File: src/tbpf_pkg.sv
package tbpf_pkg;

    localparam int QUEUE_DEPTH = 16;
    localparam int NUM_QUEUES  = 3;
    localparam int PTR_W       = $clog2(QUEUE_DEPTH);
    localparam int CNT_W       = $clog2(QUEUE_DEPTH + 1);
    localparam int SUM_W       = 20;

    localparam logic [1:0] CMD_INSERT = 2'd0;
    localparam logic [1:0] CMD_REMOVE = 2'd1;
    localparam logic [1:0] CMD_QUERY  = 2'd2;

    localparam logic [3:0] BAND0_MAX_PRIO = 4'd3;
    localparam logic [3:0] BAND1_MAX_PRIO = 4'd6;
    localparam logic [3:0] BAND2_MAX_PRIO = 4'd9;

    localparam logic [2:0] ST_OK        = 3'd0;
    localparam logic [2:0] ST_BAD_PRIO  = 3'd1;
    localparam logic [2:0] ST_FULL      = 3'd2;
    localparam logic [2:0] ST_EMPTY     = 3'd3;
    localparam logic [2:0] ST_BAD_QUEUE = 3'd4;

    typedef enum logic [1:0] {
        OP_INSERT,
        OP_REMOVE,
        OP_QUERY,
        OP_REJECT
    } op_t;

    typedef struct packed {
        logic [1:0]  cmd;
        logic [3:0]  priority_req;
        logic [15:0] size_hundredths;
        logic [15:0] name_tag;
        logic [1:0]  queue_select;
    } in_beat_t;

    typedef struct packed {
        logic [2:0]       status;
        logic [1:0]       queue_index;
        logic [15:0]      removed_size;
        logic [15:0]      removed_tag;
        logic [3:0]       removed_priority;
        logic [4:0]       entry_count;
        logic [SUM_W-1:0] size_total;
    } out_beat_t;

    typedef struct packed {
        logic [3:0]  prio;
        logic [15:0] tag;
        logic [15:0] size;
    } entry_t;

    typedef struct packed {
        logic        valid;
        op_t         op;
        logic [1:0]  target;
        entry_t      entry;
        out_beat_t   res;
    } work_t;

endpackage

File: src/tbpf_cell.sv
module tbpf_cell
    import tbpf_pkg::*;
(
    input  logic       aclk,
    input  logic       aresetn,
    input  logic       en,
    input  logic [1:0] cell_id,
    input  work_t      work_in,
    output work_t      work_out
);

    entry_t           mem [QUEUE_DEPTH];
    entry_t           rd_data_reg;
    work_t            work_reg;
    work_t            work_next;
    logic             valid_reg;
    logic             pop_reg;
    logic [PTR_W-1:0] head_reg;
    logic [PTR_W-1:0] tail_reg;
    logic [CNT_W-1:0] occ_reg;
    logic [CNT_W-1:0] occ_next;
    logic [SUM_W-1:0] sum_reg;
    logic [SUM_W-1:0] sum_eff;
    logic [SUM_W-1:0] sum_next;
    logic             hit;
    logic             full;
    logic             empty;
    logic             ins_ok;
    logic             pop_ok;

    function automatic logic [PTR_W-1:0] ptr_inc(input logic [PTR_W-1:0] p);
        ptr_inc = (p == PTR_W'(QUEUE_DEPTH - 1)) ? '0 : p + 1'b1;
    endfunction

    // A pop's size is subtracted once the stored entry has been read, while pop_reg is set.
    assign sum_eff = sum_reg - (pop_reg ? SUM_W'(rd_data_reg.size) : '0);
    assign hit     = work_in.valid && (work_in.op != OP_REJECT) && (work_in.target == cell_id);
    assign full    = (occ_reg == CNT_W'(QUEUE_DEPTH));
    assign empty   = (occ_reg == '0);

    always_comb begin
        work_next = work_in;
        ins_ok    = 1'b0;
        pop_ok    = 1'b0;
        occ_next  = occ_reg;
        sum_next  = sum_eff;
        if (hit) begin
            work_next.res.queue_index = cell_id;
            work_next.res.status      = ST_OK;
            work_next.res.entry_count = 5'(occ_reg);
            work_next.res.size_total  = sum_eff;
            unique case (work_in.op)
                OP_INSERT: begin
                    if (full) begin
                        work_next.res.status = ST_FULL;
                    end else begin
                        ins_ok   = 1'b1;
                        occ_next = occ_reg + 1'b1;
                        sum_next = sum_eff + SUM_W'(work_in.entry.size);
                        work_next.res.entry_count = 5'(occ_next);
                        work_next.res.size_total  = sum_next;
                    end
                end
                OP_REMOVE: begin
                    if (empty) begin
                        work_next.res.status = ST_EMPTY;
                    end else begin
                        pop_ok   = 1'b1;
                        occ_next = occ_reg - 1'b1;
                        work_next.res.entry_count = 5'(occ_next);
                    end
                end
                default: begin
                end
            endcase
        end
    end

    always_ff @(posedge aclk) begin
        if (!aresetn) begin
            valid_reg <= 1'b0;
            pop_reg   <= 1'b0;
            head_reg  <= '0;
            tail_reg  <= '0;
            occ_reg   <= '0;
            sum_reg   <= '0;
        end else if (en) begin
            valid_reg <= work_in.valid;
            pop_reg   <= pop_ok;
            occ_reg   <= occ_next;
            sum_reg   <= sum_next;
            if (ins_ok) begin
                tail_reg <= ptr_inc(tail_reg);
            end
            if (pop_ok) begin
                head_reg <= ptr_inc(head_reg);
            end
        end
    end

    always_ff @(posedge aclk) begin
        if (en) begin
            work_reg <= work_next;
            if (ins_ok) begin
                mem[tail_reg] <= work_in.entry;
            end
            if (pop_ok) begin
                rd_data_reg <= mem[head_reg];
            end
        end
    end

    always_comb begin
        work_out       = work_reg;
        work_out.valid = valid_reg;
        if (pop_reg) begin
            work_out.res.removed_size     = rd_data_reg.size;
            work_out.res.removed_tag      = rd_data_reg.tag;
            work_out.res.removed_priority = rd_data_reg.prio;
            work_out.res.size_total       = sum_eff;
        end
    end

    a_occ_bound: assert property (@(posedge aclk) disable iff (!aresetn)
        occ_reg <= CNT_W'(QUEUE_DEPTH))
        else $error("queue occupancy above depth");

    a_empty_ptrs: assert property (@(posedge aclk) disable iff (!aresetn)
        (occ_reg == '0) |-> (head_reg == tail_reg))
        else $error("empty queue with unequal pointers");

    a_full_ptrs: assert property (@(posedge aclk) disable iff (!aresetn)
        (occ_reg == CNT_W'(QUEUE_DEPTH)) |-> (head_reg == tail_reg))
        else $error("full queue with unequal pointers");

    a_stall_hold: assert property (@(posedge aclk) disable iff (!aresetn)
        !en |=> ($stable(occ_reg) && $stable(sum_reg) && $stable(pop_reg)))
        else $error("queue state changed during a stall");

endmodule

File: src/three_band_priority_fifo_top.sv
// Path: each command beat is registered in every queue cell in turn before m_valid.
// Throughput: one command beat per cycle; each queue cell takes in a new beat as it
// passes on the last, and the chain stalls as a whole while a result waits on m_ready.
// Reset: synchronous, active low; clears pointers, counts, size sums and valid flags.
// Entry storage is not cleared and holds data only once written.
module three_band_priority_fifo_top
    import tbpf_pkg::*;
(
    input  logic      aclk,
    input  logic      aresetn,
    input  logic      s_valid,
    output logic      s_ready,
    input  in_beat_t  s_data,
    output logic      m_valid,
    input  logic      m_ready,
    output out_beat_t m_data
);

    work_t chain [NUM_QUEUES + 1];
    work_t entry_work;
    logic  en;

    assign en      = !m_valid || m_ready;
    assign s_ready = en;

    always_comb begin
        entry_work              = '0;
        entry_work.valid        = s_valid;
        entry_work.entry.prio   = s_data.priority_req;
        entry_work.entry.tag    = s_data.name_tag;
        entry_work.entry.size   = s_data.size_hundredths;
        entry_work.op           = OP_REJECT;
        entry_work.res.status   = ST_BAD_QUEUE;
        case (s_data.cmd) inside
            CMD_INSERT: begin
                entry_work.op = OP_INSERT;
                if (s_data.priority_req <= BAND0_MAX_PRIO) begin
                    entry_work.target = 2'd0;
                end else if (s_data.priority_req <= BAND1_MAX_PRIO) begin
                    entry_work.target = 2'd1;
                end else if (s_data.priority_req <= BAND2_MAX_PRIO) begin
                    entry_work.target = 2'd2;
                end else begin
                    entry_work.op         = OP_REJECT;
                    entry_work.res.status = ST_BAD_PRIO;
                end
            end
            CMD_REMOVE, CMD_QUERY: begin
                if (s_data.queue_select < 2'(NUM_QUEUES)) begin
                    entry_work.op     = (s_data.cmd == CMD_REMOVE) ? OP_REMOVE : OP_QUERY;
                    entry_work.target = s_data.queue_select;
                end
            end
            default: begin
            end
        endcase
    end

    assign chain[0] = entry_work;

    for (genvar i = 0; i < NUM_QUEUES; i++) begin : g_cell
        tbpf_cell u_cell (
            .aclk     (aclk),
            .aresetn  (aresetn),
            .en       (en),
            .cell_id  (2'(i)),
            .work_in  (chain[i]),
            .work_out (chain[i+1])
        );
    end

    assign m_valid = chain[NUM_QUEUES].valid;
    assign m_data  = chain[NUM_QUEUES].res;

endmodule
File: config.mk
export PLATFORM = sky130hd
export DESIGN_NAME = three_band_priority_fifo_top
export DESIGN_NICKNAME = d
export VERILOG_FILES = /design/src/tbpf_pkg.sv /design/src/tbpf_cell.sv /design/src/three_band_priority_fifo_top.sv
export SDC_FILE = /design/constraint.sdc
export NUM_CORES = 2
export LEC_CHECK = 0
export BUFFER_PORTS_ARGS = -buffer_cell sky130_fd_sc_hd__buf_2
export CORE_UTILIZATION = 30
export DETAILED_ROUTE_END_ITERATION = 10
export GPL_TIMING_DRIVEN = 0
export SLEW_MARGIN = 40
export SYNTH_ARGS = -nofsm -noshare
export SYNTH_HDL_FRONTEND = slang
export SYNTH_HIERARCHICAL = 1
export SYNTH_SLANG_ARGS = --single-unit
export TNS_END_PERCENT = 100
File: constraint.sdc
create_clock -name aclk -period 21.9 [get_ports aclk]
set_clock_uncertainty 0.15 [all_clocks]
set_input_delay 4.38 -clock aclk [delete_from_list [all_inputs] [get_ports aclk]]
set_output_delay 4.38 -clock aclk [all_outputs]
set_load 0.01 [all_outputs]
; ---- Yosys cells after proc, flatten, opt, wreduce, memory -nomap -nowiden
; Memories as Yosys holds them, arrays and structs flattened. A register that Yosys moved wholly into a read port is not among the register bits.
; Index checks and enable logic that the tools add are counted.
[totals]
elab_cells = 218
n_memories = 3
mem_bits_rw = 1728
input_bits = 44
register_bits = 347
out_inout_bits = 68
[mem_list]
columns = name, words, width, rd, rd_clocked_by_memory_dff, wr, line_no
row1 = g_cell[0].u_cell.mem, 16, 36, 1, 1, 1, tbpf_cell.sv:12  ; entry_t mem [QUEUE_DEPTH];
row2 = g_cell[1].u_cell.mem, 16, 36, 1, 1, 1, tbpf_cell.sv:12
row3 = g_cell[2].u_cell.mem, 16, 36, 1, 1, 1, tbpf_cell.sv:12
[classes]
add_sub_neg = 18
eq_ne = 22
muxes = 96
n_lt_le_gt_ge = 4
reduce_logical = 29
[op_table]
columns = operator, count
row1 = 20-bit 2-to-1 mux, 15
row2 = 25-bit 2-to-1 mux, 5
row3 = 36-bit 2-to-1 mux, 2
row4 = 20-bit by 16-bit adder with 20-bit output, 3
row5 = 5-bit one-hot mux with 2 select lines, 6
row6 = 20-bit subtractor, 3
row7 = 16-bit 2-to-1 mux, 3
row8 = 5-bit 2-to-1 mux, 9
row9 = 4-bit 2-to-1 mux, 9
row10 = 1-bit 2-to-1 mux, 27
row11 = 2-bit 2-to-1 mux, 13
row12 = "4-bit by 1-bit adder with 4-bit output, second input constant", 6
row13 = "4-bit == test, second input constant", 6
row14 = 3-bit one-hot mux with 2 select lines, 3
row15 = "5-bit by 1-bit adder with 5-bit output, second input constant", 3
row16 = "5-bit == test, second input constant", 3
row17 = 5-bit logical NOT, 3
row18 = "5-bit by 1-bit subtractor with 5-bit output, second input constant", 3
row19 = 3-bit 2-to-1 mux, 4
row20 = "2-bit inequality test, second input constant", 6
row21 = 2-bit AND reduction, 6
row22 = 4-bit AND reduction, 3
row23 = "2-bit by 1-bit == test with 1-bit output, second input constant", 5
row24 = 2-bit logical NOT, 5
row25 = other kinds (10), 18

; ---- Depth between registers and ports, before layout
[depth]
ltp_word = 12
depth_mapped = 23
ltp_nobuf = 20

; ---- Hierarchy
; The synthesis kept the hierarchy.
[modules_own_cells]
columns = module, area_each_um2, cells_each, seq_area_each_um2, instances
row1 = tbpf_cell (g_cell[2].u_cell), 31266.2, 1718, 22261.4, 1
row2 = tbpf_cell (g_cell[1].u_cell), 31076.1, 1686, 22261.4, 1
row3 = tbpf_cell (g_cell[0].u_cell), 31007.2, 1687, 22261.4, 1
row4 = three_band_priority_fifo_top, 155.1, 25, 0.0, 1

; ---- Least setup slack after synthesis
; Ideal clock, no wire load.
[synth_timing]
path_kind = input-to-reg
start = input port m_ready
end = memory g_cell[2].u_cell/mem[3][0] (netlist name) (enable)
t_arrival_ns = 16.850
path_slack_ns = 4.426
setup_time_ns = 0.474
required_ns = 21.276
n_path_buf = 0
cell_stages = 5
path_cell_list = nand2b_1 nand2_1 nor2_1 nand2_1 nor3_1
[synth_between]
elab_chain_cells = 3
[synth_rtl]
columns = element, line_no
row1 = "start, declared", three_band_priority_fifo_top.sv:15  ; input logic m_ready,
row2 = 1-bit logical OR, three_band_priority_fifo_top.sv:23  ; assign en = !m_valid || m_ready;
row3 = 1-bit 2-to-1 mux, tbpf_cell.sv:102  ; if (en) begin
row4 = 1-bit 2-to-1 mux (implied by the code), tbpf_cell.sv:105  ; mem[tail_reg] <= work_in.entry;
row5 = "end, declared", tbpf_cell.sv:12
; No other way between the ends.

; ---- Worst setup path after layout
[layout_timing]
start = input port m_ready
end = output port s_ready
[layout_between]
elab_chain_cells = 1
[layout_rtl]
columns = element, line_no
row1 = 1-bit logical OR, three_band_priority_fifo_top.sv:23
row2 = "end, declared", three_band_priority_fifo_top.sv:12  ; output logic s_ready,
; No other way between the ends.

==> qor.csv <==
metric,value,unit
row cnt,202,
Syn Inst Count,5036,
type of the worst setup path,in2out,
Final nets,5822,
fmax,103,MHz
"Hold-fix buffers, CTS",0,
Max stage delay on crit path,0.31,ns
share of cells above drive strength 1,27.2,%
PortBufs,111,
"CP delay by family, top",buffers and inverters,
multi-input logic area,24800,µm²
Final Non-Filler Cells,9905,
RR Startpoint,g_cell[0].u_cell/pop_reg,
clk buf depth,3,
worst min path class,reg2reg,
RSZ-0062 raised after global routing,false,
Worst Path Buf+Inv,3,
VDD IR max,0.0835,mV
Chip Height,556,µm
vias in the first global route,48900,
fin crit period,9.73,ns
Pins Over Slew Limit,0,
worst setup path end,s_ready,
H-tree depth,4,
reg2reg end,g_cell[0].u_cell/sum_reg[19],
Detailed Route Iter0 Violations,4963,
total congestion overflow,0,
CP endpoint kind,output pin,
register clock-pin slew on the reported worst setup and hold paths,0.06,ns
clock root buffer,clkbuf_16,
post-detailed-route count of antenna-violating nets,0,
Inserted Clock Buffers,216,
cell mode on critical path,buf_2,
Remaining DRCs,0,
"reg-to-reg slack, setup",15.34,ns
final wirelength,238000,µm
Final setup viols,0,
cell area after synthesis,92000,µm²
DR vias/cell,4.93,
core area,304000,µm²
dpl cells,9502,
largest net degree at the start of global routing,41,
HPWL Detailed,172000,µm
pwr/cell area,93.5,nW/µm²
drt first pass iters,5,
Starting Density,30.3,%
Area growth syn-to-layout,17.4,%
"critical path fanouts, max",30,
total vias in the final route,48800,
gr usage total,15.3,%
crit path cell chain,"buf_2, nand2b_4, buf_12, buf_2",
crit path launch,m_ready,
Max-Cap Viols,0,
Final WS setup,12.17,ns
YS warnings,6,
Final period util,44.4,%
FF/Latch Area,65600,µm²
CTS resizes,0,
Worst-Skew Late Latency,0.85,ns
DP Worst Slack,12.15,ns
gpl congestion,0.886,
final hold viol count,0,
leakage,34.8,nW
WL per Instance,24.0,µm
crit path launch type,input port,
CP required,17.37,ns
die width,556,µm
CP Depth,4,
first-pass GRT wire length,345000,µm
WP data arrival,5.20,ns
post-CTS setup buffers,0,
Layout fillers,28100,
antenna violations before repair,35,
max reg flops,1728,
Reg2Reg Depth,23,
Mapped Avg Cell Area,18.3,µm²
clk sinks,2219,
Worst Max-Slew Pin Slew,0.916,ns
die area,309000,µm²
Boundary Pins,112,
Slew Limit Headroom,38.3,%
result of the run,finished clean,
CTS tree,built,
critical path's slowest cell,nand2b_4,
## stage by stage
stage,hold slack (ns),instance area (µm²),setup TNS (ns),power [mW],util [%]
floorplan,0.295,92300,0,6.06,-
finish,0.325,108000,0,10.1,35.5
detailed placement,0.313,101000,0,6.49,33.2
global placement,0.311,98000,-4370.53,6.47,32.2
global route,0.351,108000,0,10.5,35.5
CTS,0.323,108000,0,10.1,35.5
## worst min path at each step
stage,cells past startpoint,slack (ns),end,start
after floorplan,2,0.30,g_cell[0].u_cell/sum_reg[5],g_cell[0].u_cell/sum_reg[5]
after global placement,2,0.31,g_cell[2].u_cell/sum_reg[11],g_cell[2].u_cell/sum_reg[11]
after detailed placement,2,0.31,g_cell[2].u_cell/sum_reg[11],g_cell[2].u_cell/sum_reg[11]
after CTS,2,0.32,g_cell[2].u_cell/sum_reg[11],g_cell[2].u_cell/sum_reg[11]
after global routing,2,0.35,g_cell[1].u_cell/sum_reg[6],g_cell[1].u_cell/sum_reg[6]
final,2,0.33,g_cell[1].u_cell/sum_reg[8],g_cell[1].u_cell/sum_reg[8]
## layout make-up
| type | instances | share of cell area, % |
|---|---|---|
| timing repair buffer | 310 | 2.93 |
| clock buffer | 289 | 5.40 |
| buffer | 357 | 1.80 |
| inverter | 103 | 0.358 |
| sequential | 2219 | 60.7 |
| antenna | 3 | 0.00695 |
| tap | 4080 | 4.73 |
| clock inverter | 110 | 1.04 |
| multi-input combinational | 2434 | 23.0 |
## placed cells by master (no fill, tap or decap), types with 18 or more instances in the layout
cell and n:
edfxtp_1 2114, mux4_2 540, nand2_1 309, clkbuf_16 220, buf_2 211, nor2_1 199
clkbuf_1 190, buf_4 163, o21ai_0 161, a21oi_1 161, ha_1 131, mux2_2 110
dfxtp_1 105, inv_1 101, conb_1 79, xnor2_1 76, buf_8 59, xor2_1 58
nand3_1 52, clkinv_1 45, clkbuf_2 43, nor2_4 40, a31oi_1 37, nor3_1 34
a21o_1 33, buf_16 33, o211ai_1 32, clkinv_2 30, a211oi_1 28, o21a_1 26
nand2b_1 21, or3_1 19, bufinv_16 18, a311oi_1 18, mux2i_1 18
## routing by layer
metal  wire length (µm)  up-vias  GRT usage (%)
li1                   -    21200              -
met1              98700    25600           20.0
met2             120000     1659           26.3
met3              15000      307           2.61
met4               4500       24           3.46
met5                145        -              0
## worst reg2reg max path, cell delays in order (launching register included)
cell,delay (ns)
dfxtp_1,0.31
clkbuf_1,0.37
buf_1,0.58
clkbuf_1,0.49
and2_1,0.21
ha_1,0.16
inv_1,0.06
fa_1,0.40
nand3_1,0.13
a31oi_1,0.21
o221a_2,0.30
o21ai_0,0.17
nand2b_1,0.12
a31oi_1,0.22
xnor2_1,0.29
ha_1,0.38
a211o_1,0.29
a311oi_1,0.36
nor3b_1,0.17
o22ai_1,0.45
nor2_1,0.07
nor4b_2,0.18
mux2i_1,0.23
mux2i_1,0.20
## where the power goes
| group | switching, mW | total [mW] | internal, mW | leakage (nW) |
|---|---|---|---|---|
| sequential | 0.0528 | 4.79 | 4.74 | 20.3 |
| combinational | 1.03 | 1.65 | 0.621 | 11.2 |
| clock | 1.57 | 3.65 | 2.08 | 3.37 |
| total | 2.65 | 10.1 | 7.44 | 34.8 |
No activity file was read; power rests on OpenSTA's default activity.
